<file path="config.mk">
export PLATFORM = sky130hd
export DESIGN_NAME = scheduled_hysteresis_thermostat_top
export DESIGN_NICKNAME = d
export VERILOG_FILES = /design/src/design/sht_pkg.sv /design/src/design/sht_ctrl.sv /design/src/design/sht_dp.sv /design/src/design/scheduled_hysteresis_thermostat_top.sv
export VERILOG_INCLUDE_DIRS = /design/src /design/src/design
export SDC_FILE = /design/constraint.sdc
export NUM_CORES = 1
export LEC_CHECK = 0
export BUFFER_PORTS_ARGS = -buffer_cell sky130_fd_sc_hd__buf_2
export CAP_MARGIN = 15
export CORE_MARGIN = 3
export CORE_UTILIZATION = 34
export DETAILED_ROUTE_END_ITERATION = 7
export PLACE_DENSITY_LB_ADDON = 0.3
export RECOVER_POWER = 50
export SYNTH_ARGS = -nofsm -noshare
export SYNTH_HDL_FRONTEND = slang
export SYNTH_SLANG_ARGS = --single-unit
</file>
<file path="constraint.sdc">
create_clock -name aclk -period 8.3 [get_ports aclk]
set_input_delay 0.83 -clock aclk [delete_from_list [all_inputs] [get_ports aclk]]
set_output_delay 0.83 -clock aclk [all_outputs]
set_load 0.1 [all_outputs]
</file>
<file path="src/design/scheduled_hysteresis_thermostat_top_assert.svh">
// ----------------------------------------------------------------------------
// Scheduled hysteresis thermostat assertion macros
// Concurrent checks used by the RTL; empty when SYNTHESIS is defined.
// ----------------------------------------------------------------------------
`ifndef SCHEDULED_HYSTERESIS_THERMOSTAT_TOP_ASSERT_SVH
`define SCHEDULED_HYSTERESIS_THERMOSTAT_TOP_ASSERT_SVH
`ifndef SYNTHESIS
// check a property outside reset
`define SHT_ASSERT(lbl, clk, rst_n, prop, msg) \
    lbl: assert property (@(posedge clk) disable iff (!rst_n) prop) else $error(msg);
// check a property on every edge, reset included
`define SHT_ASSERT_RST(lbl, clk, prop, msg) \
    lbl: assert property (@(posedge clk) prop) else $error(msg);
`else
`define SHT_ASSERT(lbl, clk, rst_n, prop, msg)
`define SHT_ASSERT_RST(lbl, clk, prop, msg)
`endif
`endif

</file>
<file path="src/design/sht_pkg.sv">
// ----------------------------------------------------------------------------
// Scheduled hysteresis thermostat package
// Shared constants, item layouts, command/status types and the slot match.
// ----------------------------------------------------------------------------
`default_nettype none

package sht_pkg;

    localparam int SLOTS_PER_DAY = 6;
    localparam int DAYS          = 7;
    localparam int ENTRIES       = DAYS * SLOTS_PER_DAY;
    localparam int ADDR_W        = $clog2(ENTRIES);
    localparam int IDX_W         = $clog2(SLOTS_PER_DAY);
    localparam int MIN_PER_HOUR  = 60;
    localparam int START_W       = 11;
    localparam int TEMP_W        = 15;
    localparam int DELTA_W       = 11;
    localparam int WIDE_W        = TEMP_W + 2;
    localparam int IN_W          = 64;
    localparam int OUT_W         = 24;
    localparam int CFG_IDX_W     = 2;
    localparam int CFG_DATA_W    = 15;
    localparam logic [IDX_W-1:0] LAST_IDX = IDX_W'(SLOTS_PER_DAY - 1);

    typedef enum logic {
        OP_CHECK = 1'b0,
        OP_WRITE = 1'b1
    } op_t;

    typedef enum logic [CFG_IDX_W-1:0] {
        CFG_ENABLE        = 2'd0,
        CFG_MANUAL_MODE   = 2'd1,
        CFG_MANUAL_TARGET = 2'd2,
        CFG_HYST_DELTA    = 2'd3
    } cfg_idx_t;

    typedef enum logic [1:0] {
        ST_IDLE,
        ST_SCAN,
        ST_LAST,
        ST_FINISH
    } state_t;

    // first member sits in the top bits
    typedef struct packed {
        logic [2:0]                pad;
        logic signed [TEMP_W-1:0]  slot_target;
        logic [START_W-1:0]        slot_start;
        logic [2:0]                slot_index;
        logic [2:0]                slot_day;
        logic signed [TEMP_W-1:0]  current_temp;
        logic [5:0]                minute;
        logic [4:0]                hour;
        logic [2:0]                day_of_week;
    } in_item_t;

    typedef struct packed {
        logic [3:0]                pad;
        logic [2:0]                matched_slot;
        logic                      slot_matched;
        logic signed [TEMP_W-1:0]  target_temp;
        logic                      heat_on;
    } out_item_t;

    typedef struct packed {
        logic [START_W-1:0]        start;
        logic signed [TEMP_W-1:0]  target;
    } slot_t;

    typedef struct packed {
        logic             load;
        logic             rd_en;
        logic [IDX_W-1:0] rd_idx;
        logic             finish;
    } cmd_t;

    typedef struct packed {
        logic need_scan;
        logic out_free;
    } status_t;

    // interval from a to b, both ends included, wrapping past midnight when a > b
    function automatic logic slot_match(input logic [START_W-1:0] a,
                                        input logic [START_W-1:0] b,
                                        input logic [START_W-1:0] now);
        logic r;
        if (a > b) begin
            r = (now >= a) || (now <= b);
        end else begin
            r = (now >= a) && (now <= b);
        end
        return r;
    endfunction

endpackage

`default_nettype wire

</file>
<file path="src/design/sht_ctrl.sv">
// ----------------------------------------------------------------------------
// Thermostat controller
// Sequences accept, slot scan and result hand-off for the datapath.
// ----------------------------------------------------------------------------
`default_nettype none
`include "scheduled_hysteresis_thermostat_top_assert.svh"

module sht_ctrl (
    input  logic              aclk,
    input  logic              aresetn,
    input  logic              s_tvalid,
    output logic              s_tready,
    input  sht_pkg::status_t  st,
    output sht_pkg::cmd_t     cmd
);
    import sht_pkg::*;

    state_t           state_reg, state_next;
    logic [IDX_W-1:0] cnt_reg, cnt_next;

    always_ff @(posedge aclk) begin
        if (!aresetn) begin
            state_reg <= ST_IDLE;
            cnt_reg   <= '0;
        end else begin
            state_reg <= state_next;
            cnt_reg   <= cnt_next;
        end
    end

    always_comb begin
        state_next = state_reg;
        cnt_next   = cnt_reg;
        s_tready   = 1'b0;
        cmd        = '0;
        case (state_reg)
            ST_IDLE: begin
                s_tready = 1'b1;
                cmd.load = s_tvalid;
                cnt_next = '0;
                if (s_tvalid) begin
                    state_next = st.need_scan ? ST_SCAN : ST_FINISH;
                end
            end
            ST_SCAN: begin
                cmd.rd_en  = 1'b1;
                cmd.rd_idx = cnt_reg;
                if (cnt_reg == LAST_IDX) begin
                    state_next = ST_LAST;
                end else begin
                    cnt_next = cnt_reg + IDX_W'(1);
                end
            end
            ST_LAST: begin
                // last slot read lands in the datapath this cycle
                state_next = ST_FINISH;
            end
            ST_FINISH: begin
                if (st.out_free) begin
                    cmd.finish = 1'b1;
                    state_next = ST_IDLE;
                end
            end
            default: begin
                state_next = ST_IDLE;
            end
        endcase
    end

    `SHT_ASSERT(a_finish_free, aclk, aresetn, cmd.finish |-> st.out_free, "result loaded while output busy")
    `SHT_ASSERT(a_load_busy, aclk, aresetn, cmd.load |=> (state_reg != ST_IDLE), "accepted item left no work")
    `SHT_ASSERT(a_last_after_scan, aclk, aresetn, (state_reg == ST_LAST) |-> $past((state_reg == ST_SCAN) && (cnt_reg == LAST_IDX)), "scan ended early")
    `SHT_ASSERT_RST(a_reset_idle, aclk, !aresetn |=> (state_reg == ST_IDLE), "reset did not return to idle")

endmodule

`default_nettype wire

</file>
<file path="src/design/sht_dp.sv">
// ----------------------------------------------------------------------------
// Thermostat datapath
// Config registers, slot memory, scan compare, hysteresis and output register.
// ----------------------------------------------------------------------------
`default_nettype none

module sht_dp (
    input  logic                              aclk,
    input  logic                              aresetn,
    input  logic                              cfg_wr_en,
    input  logic [sht_pkg::CFG_IDX_W-1:0]     cfg_wr_index,
    input  logic [sht_pkg::CFG_DATA_W-1:0]    cfg_wr_data,
    input  logic [sht_pkg::IN_W-1:0]          s_tdata,
    input  logic                              s_tuser,
    output logic                              m_tvalid,
    input  logic                              m_tready,
    output logic [sht_pkg::OUT_W-1:0]         m_tdata,
    input  sht_pkg::cmd_t                     cmd,
    output sht_pkg::status_t                  st
);
    import sht_pkg::*;

    in_item_t                 in_item;
    in_item_t                 item_reg;
    op_t                      op_reg;
    logic [START_W-1:0]       now_reg;

    logic                     enable_reg;
    logic                     manual_reg;
    logic signed [TEMP_W-1:0] mtarget_reg;
    logic [DELTA_W-1:0]       delta_reg;

    slot_t                    mem [ENTRIES];
    logic [ENTRIES-1:0]       valid_reg;
    slot_t                    rd_data_reg;
    logic                     rd_hit_reg;
    logic                     rq_vld_reg;
    logic [IDX_W-1:0]         rq_idx_reg;
    logic [ADDR_W-1:0]        rd_addr, wr_addr;
    logic                     wr_ok;
    slot_t                    wr_slot, cur_slot;

    slot_t                    prev_reg;
    logic [START_W-1:0]       start0_reg;
    logic                     found_reg;
    logic signed [TEMP_W-1:0] tgt_reg;
    logic [IDX_W-1:0]         midx_reg;
    logic                     hit_a, hit_w;

    logic                     heat_reg, heat_next;
    out_item_t                out_reg, out_next;
    logic                     m_valid_reg;
    logic signed [TEMP_W-1:0] tgt_sel;
    logic signed [WIDE_W-1:0] temp_s, tgt_s, delta_s, hi_s, lo_s;

    assign in_item = in_item_t'(s_tdata);

    assign st.need_scan = (op_t'(s_tuser) == OP_CHECK) && enable_reg && !manual_reg
                          && (in_item.day_of_week < 3'(DAYS));
    assign st.out_free  = !m_valid_reg || m_tready;

    // item capture
    always_ff @(posedge aclk) begin
        if (cmd.load) begin
            item_reg <= in_item;
            op_reg   <= op_t'(s_tuser);
            now_reg  <= START_W'({6'd0, in_item.hour} * START_W'(MIN_PER_HOUR))
                        + START_W'(in_item.minute);
        end
    end

    always_ff @(posedge aclk) begin
        if (!aresetn) begin
            enable_reg  <= 1'b1;
            manual_reg  <= 1'b0;
            mtarget_reg <= '0;
            delta_reg   <= '0;
        end else if (cfg_wr_en) begin
            case (cfg_idx_t'(cfg_wr_index))
                CFG_ENABLE:        enable_reg  <= cfg_wr_data[0];
                CFG_MANUAL_MODE:   manual_reg  <= cfg_wr_data[0];
                CFG_MANUAL_TARGET: mtarget_reg <= cfg_wr_data[TEMP_W-1:0];
                CFG_HYST_DELTA:    delta_reg   <= cfg_wr_data[DELTA_W-1:0];
                default: begin
                end
            endcase
        end
    end

    // slot store
    assign rd_addr = ADDR_W'(item_reg.day_of_week * SLOTS_PER_DAY) + ADDR_W'(cmd.rd_idx);
    assign wr_addr = ADDR_W'(item_reg.slot_day * SLOTS_PER_DAY) + ADDR_W'(item_reg.slot_index);
    assign wr_ok   = (item_reg.slot_day < 3'(DAYS)) && (item_reg.slot_index < 3'(SLOTS_PER_DAY));
    assign wr_slot = '{start: item_reg.slot_start, target: item_reg.slot_target};

    always_ff @(posedge aclk) begin
        if (cmd.finish && (op_reg == OP_WRITE) && wr_ok) begin
            mem[wr_addr] <= wr_slot;
        end
        if (cmd.rd_en) begin
            rd_data_reg <= mem[rd_addr];
        end
    end

    always_ff @(posedge aclk) begin
        if (!aresetn) begin
            valid_reg  <= '0;
            rq_vld_reg <= 1'b0;
        end else begin
            if (cmd.finish && (op_reg == OP_WRITE) && wr_ok) begin
                valid_reg[wr_addr] <= 1'b1;
            end
            rq_vld_reg <= cmd.rd_en;
        end
    end

    always_ff @(posedge aclk) begin
        if (cmd.rd_en) begin
            rd_hit_reg <= valid_reg[rd_addr];
        end
        rq_idx_reg <= cmd.rd_idx;
    end

    // never-written entries read as zero
    assign cur_slot = rd_hit_reg ? rd_data_reg : '0;
    assign hit_a    = slot_match(prev_reg.start, cur_slot.start, now_reg);
    assign hit_w    = slot_match(cur_slot.start, start0_reg, now_reg);

    // scan: slot k-1 is judged when slot k arrives; the last slot also against slot 0
    always_ff @(posedge aclk) begin
        if (!aresetn) begin
            found_reg <= 1'b0;
        end else if (cmd.load) begin
            found_reg <= 1'b0;
        end else if (rq_vld_reg && (rq_idx_reg != '0) && !found_reg) begin
            if (hit_a || ((rq_idx_reg == LAST_IDX) && hit_w)) begin
                found_reg <= 1'b1;
            end
        end
    end

    always_ff @(posedge aclk) begin
        if (cmd.load) begin
            tgt_reg  <= '0;
            midx_reg <= '0;
        end else if (rq_vld_reg) begin
            prev_reg <= cur_slot;
            if (rq_idx_reg == '0) begin
                start0_reg <= cur_slot.start;
            end else if (!found_reg) begin
                if (hit_a) begin
                    tgt_reg  <= prev_reg.target;
                    midx_reg <= rq_idx_reg - IDX_W'(1);
                end else if ((rq_idx_reg == LAST_IDX) && hit_w) begin
                    tgt_reg  <= cur_slot.target;
                    midx_reg <= rq_idx_reg;
                end
            end
        end
    end

    // hysteresis decision
    assign tgt_sel = manual_reg ? mtarget_reg : tgt_reg;
    assign temp_s  = {{2{item_reg.current_temp[TEMP_W-1]}}, item_reg.current_temp};
    assign tgt_s   = {{2{tgt_sel[TEMP_W-1]}}, tgt_sel};
    assign delta_s = {{(WIDE_W - DELTA_W){1'b0}}, delta_reg};
    assign hi_s    = tgt_s + delta_s;
    assign lo_s    = tgt_s - delta_s;

    always_comb begin
        heat_next = heat_reg;
        out_next  = '0;
        case (op_reg)
            OP_WRITE: begin
                out_next.heat_on = heat_reg;
            end
            default: begin
                if (!enable_reg) begin
                    heat_next = 1'b0;
                end else begin
                    if (temp_s >= hi_s) begin
                        heat_next = 1'b0;
                    end
                    if (temp_s <= lo_s) begin
                        heat_next = 1'b1;
                    end
                    out_next.target_temp = tgt_sel;
                    if (!manual_reg) begin
                        out_next.slot_matched = found_reg;
                        out_next.matched_slot = 3'(midx_reg);
                    end
                end
                out_next.heat_on = heat_next;
            end
        endcase
    end

    always_ff @(posedge aclk) begin
        if (!aresetn) begin
            heat_reg    <= 1'b0;
            m_valid_reg <= 1'b0;
        end else if (cmd.finish) begin
            heat_reg    <= heat_next;
            m_valid_reg <= 1'b1;
        end else if (m_tready) begin
            m_valid_reg <= 1'b0;
        end
    end

    always_ff @(posedge aclk) begin
        if (cmd.finish) begin
            out_reg <= out_next;
        end
    end

    assign m_tvalid = m_valid_reg;
    assign m_tdata  = out_reg;

endmodule

`default_nettype wire

</file>
<file path="src/design/scheduled_hysteresis_thermostat_top.sv">
// ----------------------------------------------------------------------------
// Scheduled hysteresis thermostat
// Weekly slot schedule with a hysteresis heat flag.
//
//   channel  direction  handshake           payload
//   s_       in         s_tvalid/s_tready   s_tdata, s_tuser (operation)
//   m_       out        m_tvalid/m_tready   m_tdata
//   cfg_     in         cfg_wr_en           cfg_wr_index, cfg_wr_data
//
// A scheduled check makes one slot memory read per cycle for each slot of the
// day, lets the last read land, then takes the hysteresis decision and loads
// the output register. Writes, manual and inactive checks and checks of a day
// out of range skip the scan. One item is in work at a time; the output
// register lets the next item enter while a result waits. A stalled m_tready
// holds the result and the block in the decision cycle. Reset is synchronous;
// the slot store is cleared at once through per-entry valid bits.
// ----------------------------------------------------------------------------
`default_nettype none

module scheduled_hysteresis_thermostat_top (
    input  logic                           aclk,
    input  logic                           aresetn,
    input  logic                           cfg_wr_en,
    input  logic [sht_pkg::CFG_IDX_W-1:0]  cfg_wr_index,
    input  logic [sht_pkg::CFG_DATA_W-1:0] cfg_wr_data,
    input  logic                           s_tvalid,
    output logic                           s_tready,
    // day_of_week, hour, minute, current_temp, slot_day, slot_index,
    // slot_start, slot_target, zero pad
    input  logic [sht_pkg::IN_W-1:0]       s_tdata,
    // operation
    input  logic                           s_tuser,
    output logic                           m_tvalid,
    input  logic                           m_tready,
    // heat_on, target_temp, slot_matched, matched_slot, zero pad
    output logic [sht_pkg::OUT_W-1:0]      m_tdata
);
    import sht_pkg::*;

    cmd_t    cmd;
    status_t st;

    sht_ctrl u_ctrl (
        .aclk     (aclk),
        .aresetn  (aresetn),
        .s_tvalid (s_tvalid),
        .s_tready (s_tready),
        .st       (st),
        .cmd      (cmd)
    );

    sht_dp u_dp (
        .aclk         (aclk),
        .aresetn      (aresetn),
        .cfg_wr_en    (cfg_wr_en),
        .cfg_wr_index (cfg_wr_index),
        .cfg_wr_data  (cfg_wr_data),
        .s_tdata      (s_tdata),
        .s_tuser      (s_tuser),
        .m_tvalid     (m_tvalid),
        .m_tready     (m_tready),
        .m_tdata      (m_tdata),
        .cmd          (cmd),
        .st           (st)
    );

endmodule

`default_nettype wire

</file>
==> flow_summary.ini <==
[run_status]
outcome = finished, violations left
violations_in_the_final_reports = max-capacitance violations, max-slew violations

[layout]
layout-area-overhead-vs-synth_pct = 14.74
drive_gt1_share_pct = 22.67
max_ffs_per_register = 1092
postLayoutCellArea_um2 = 63000
filler_cell_count = 14290
nets = 3447
post_layout_nonfiller_instances = 5461

[global_routing]
grt_use_met2_pct = 24.98
grt_first_pass_wirelength_mm = 197.2
grt_use_met3_pct = 3.281
grt_util_all_layers_pct = 16.12
grt_start_max_net_pins = 86
grt_pass1_vias = 28380
grt.busiest_layer = met2
gr-total-overflow = 0
antenna_found_initial = 4
m1_gr_usage_pct = 22.72

[yosys]
synth.yosys.warnings = 0
fraction_of_synthesized_cell_area_in_xor_and_xnor_cells_pct = 0.6859
synthDominantAreaCellType = edfxtp_1
muxShareOfSynthArea_pct = 13.98
netlist_instances = 2985
area_contributors_post_synth = edfxtp_1 (68%), mux4_2 (13%), dfxtp_1 (3.6%)
synth_simple_gate_area_share_pct = 4.172
synth_async_sr_flop_share_pct = 0
synth_top_family_by_area = multiplexers
synthAdderAreaFrac_pct = 3.860
yosysUniqueCellTypes = 70
most_used_dff_post_synth = edfxtp_1
ys_seq_area_share_pct = 71.35
syn-cell-area_um2 = 54910
synth-compound-area-share_pct = 4.140
synth_enable_flop_cells = 1238
syn_area_per_cell_um2 = 18.39
netlist.area_leader.share_pct = 67.70
ys_ff_latch = 1338

[power_and_ir_drop]
power.density_cell_area_nw_per_um2 = 279.2
leakage_nw = 20.45
vdd_ir_drop_max_v = 0.0002404

[drt]
drtPass1Iterations = 5
drt-total-wl_mm = 134.5
drt-wirelength-per-cell_um = 24.62
detail_route.iter0.violations = 2724
via_per_inst = 5.133
vias = 28030
drc_violation_count_after_routing = 0
antenna_left = 0

[clocking]
numClockSinks = 1338
clkLatencyLatePin_ns = 0.76
post_cts.repair.setup_buffers = 0
master_cell_of_the_clock_root_buffer = clkbuf_16
cts-root-to-sink-buffers = 3
cts_tree = yes
number_of_clock_buffers_inserted_by_tritoncts = 141
worst_setup_hold_path_clk_slew_ns = 0.06
cts.hold.buffers_added = 0
cts_htree_levels = 4
post_cts_sizing_count = 0

[setup_path]
worst-setup-path-type = reg2reg
start_kind = flop
path_cells = mux2i_1 > inv_1 > ha_1 > fa_1 > nor2b_1 > o21bai_1 > a21oi_1 > o211ai_1 > a21oi_1 > o31ai_1 > nor3_1 > a311o_1 > ha_1 > nand4_1 > or3_1 > o21a_1 > o2111ai_1 > mux2i_1 > a2111oi_0 > o21ai_0
crit_path_top_delay_cell = dfxtp_1
critical_path_required_ns = 8.75
cp_data_arrival_time_ns = 6.52
timing.critical_path.slowest_cell_delay_ns = 1.00
cp-end-kind = flop
critPathMaxFanout = 21
path_delay_family = compound AO/OA/AOI/OAI gates
buffering_stage_count_on_the_worst_path_with_inverters_included = 1

[place]
dpl.cell_count = 5190
placement.cell_area_um2 = 58650
io_buffer_count = 105
gp_congestion = 0.8210
place.detailed.hpwl_mm = 79.73
post_place_worst_slack_ns = 2.287

[die]
core-area_um2 = 159500
chipWidth_um = 407.9
design.portCount = 113
floorplan.rows = 146
start_util_pct = 34.43
chipHeight_um = 407.9
die-area_um2 = 166400

[sta]
period_needed_ns = 6.063
slew_headroom_pct = -136.1
slew_viol_final = 895
setup-violations-final = 0
fin_tns_setup_ns = 0
finalCritPeriodShare_pct = 73.05
hold_slack_ns = 0.2447
tightest_slew_ns = 3.542
timing.final.ws_setup_ns = 2.237
clock_skew_ns = 0.02279
fmax_ghz = 0.1649
rsz_0062_raised_after_global_routing = no
hold_viol = 0

[run]
max-cap-violations = 21

[min_path]
hp-class = in2reg
==> Yosys cell counts, types with 14 or more instances <==
| cell type | n |
|---|---|
| nor3_1 | 14 |
| a21o_1 | 32 |
| ha_1 | 147 |
| xnor2_1 | 27 |
| nand4_1 | 18 |
| nand2_1 | 230 |
| mux2i_1 | 28 |
| dfxtp_1 | 100 |
| a21boi_0 | 27 |
| clkbuf_1 | 91 |
| fa_1 | 14 |
| edfxtp_1 | 1238 |
| o211ai_1 | 31 |
| buf_2 | 33 |
| xor2_1 | 16 |
| inv_1 | 101 |
| mux4_2 | 323 |
| o311ai_0 | 16 |
| and2_1 | 19 |
| nand3_1 | 67 |
| o21a_1 | 48 |
| nor2b_1 | 32 |
| a21oi_1 | 52 |
| nor2_1 | 79 |
| o21ai_0 | 76 |
==> per-layer routing <==
layer / up-vias / share of wire (%)
li1: 12320 / -
met1: 14640 / 44
met2: 898 / 47
met3: 175 / 6.9
met4: 2 / 2.7
met5: - / 0.0097
==> stage by stage <==
stage	utilization, %	total power, mW
2_1_floorplan	-	10.47
3_3_place_gp	36.77	11.71
3_5_place_dp	36.77	11.75
4_1_cts	39.52	17.79
5_1_grt	39.51	18.37
6_report	39.51	17.59
==> placed cells by master, fill, tap and decap left out, drive strengths merged, types with 19 or more instances in the layout <==
master	n
a21oi	54
mux4	323
edfxtp	1238
o21a	48
o21ai	88
and2	19
nor2	79
mux2i	28
nand3	67
dfxtp	100
clkinv	54
buf	161
a21o	32
clkbuf	227
inv	112
nor2b	32
a21boi	27
o211ai	31
ha	147
xnor2	27
nand2	230
==> area by class of cell <==
| class | instances | area (um2) | share of cell area (%) |
|---|---|---|---|
| Sequential cell | 1338 | 39180 | 62.18 |
| Timing Repair Buffer | 204 | 1234 | 1.958 |
| Antenna cell | 2 | 5.005 | 0.007944 |
| Clock inverter | 73 | 624.3 | 0.9910 |
| Inverter | 103 | 395.4 | 0.6275 |
| Tap cell | 2146 | 2685 | 4.262 |
| Multi-Input combinational cell | 1411 | 15130 | 24.02 |
| Clock buffer | 184 | 3752 | 5.956 |
==> cell families (layout without fill, tap and decap cells) <==
kind of cell,after synthesis,count (layout)
other,1,6
flip-flops,1338,1338
AO/OA/AOI/OAI,339,339
multiplexers,362,362
XOR/XNOR,43,43
AND/OR/NAND/NOR,502,502
buffers and inverters,239,564
adder cells (fa/ha/maj),161,161
==> path summary, 6_finish.rpt <==
check	startpoint	end	slack, ns	cells after the start
worst min register to register	u_dp.midx_reg[1]	u_dp.midx_reg[1]	0.46	2
worst max register to register	u_dp.manual_reg	u_dp.m_tdata[0]	2.24	20
worst max-delay path	u_dp.manual_reg	u_dp.m_tdata[0]	2.24	20
worst min-delay path	s_tdata[49]	u_dp.item_reg[49]	0.24	1
==> power by group <==
part           internal, mW  total, mW  switching [mW]
logic                  1.21       3.43            2.22
clock network          3.40       6.01            2.61
registers              7.96       8.15           0.187
total                  12.6       17.6            5.02
Note: power is estimated with default switching activity, not from simulation.
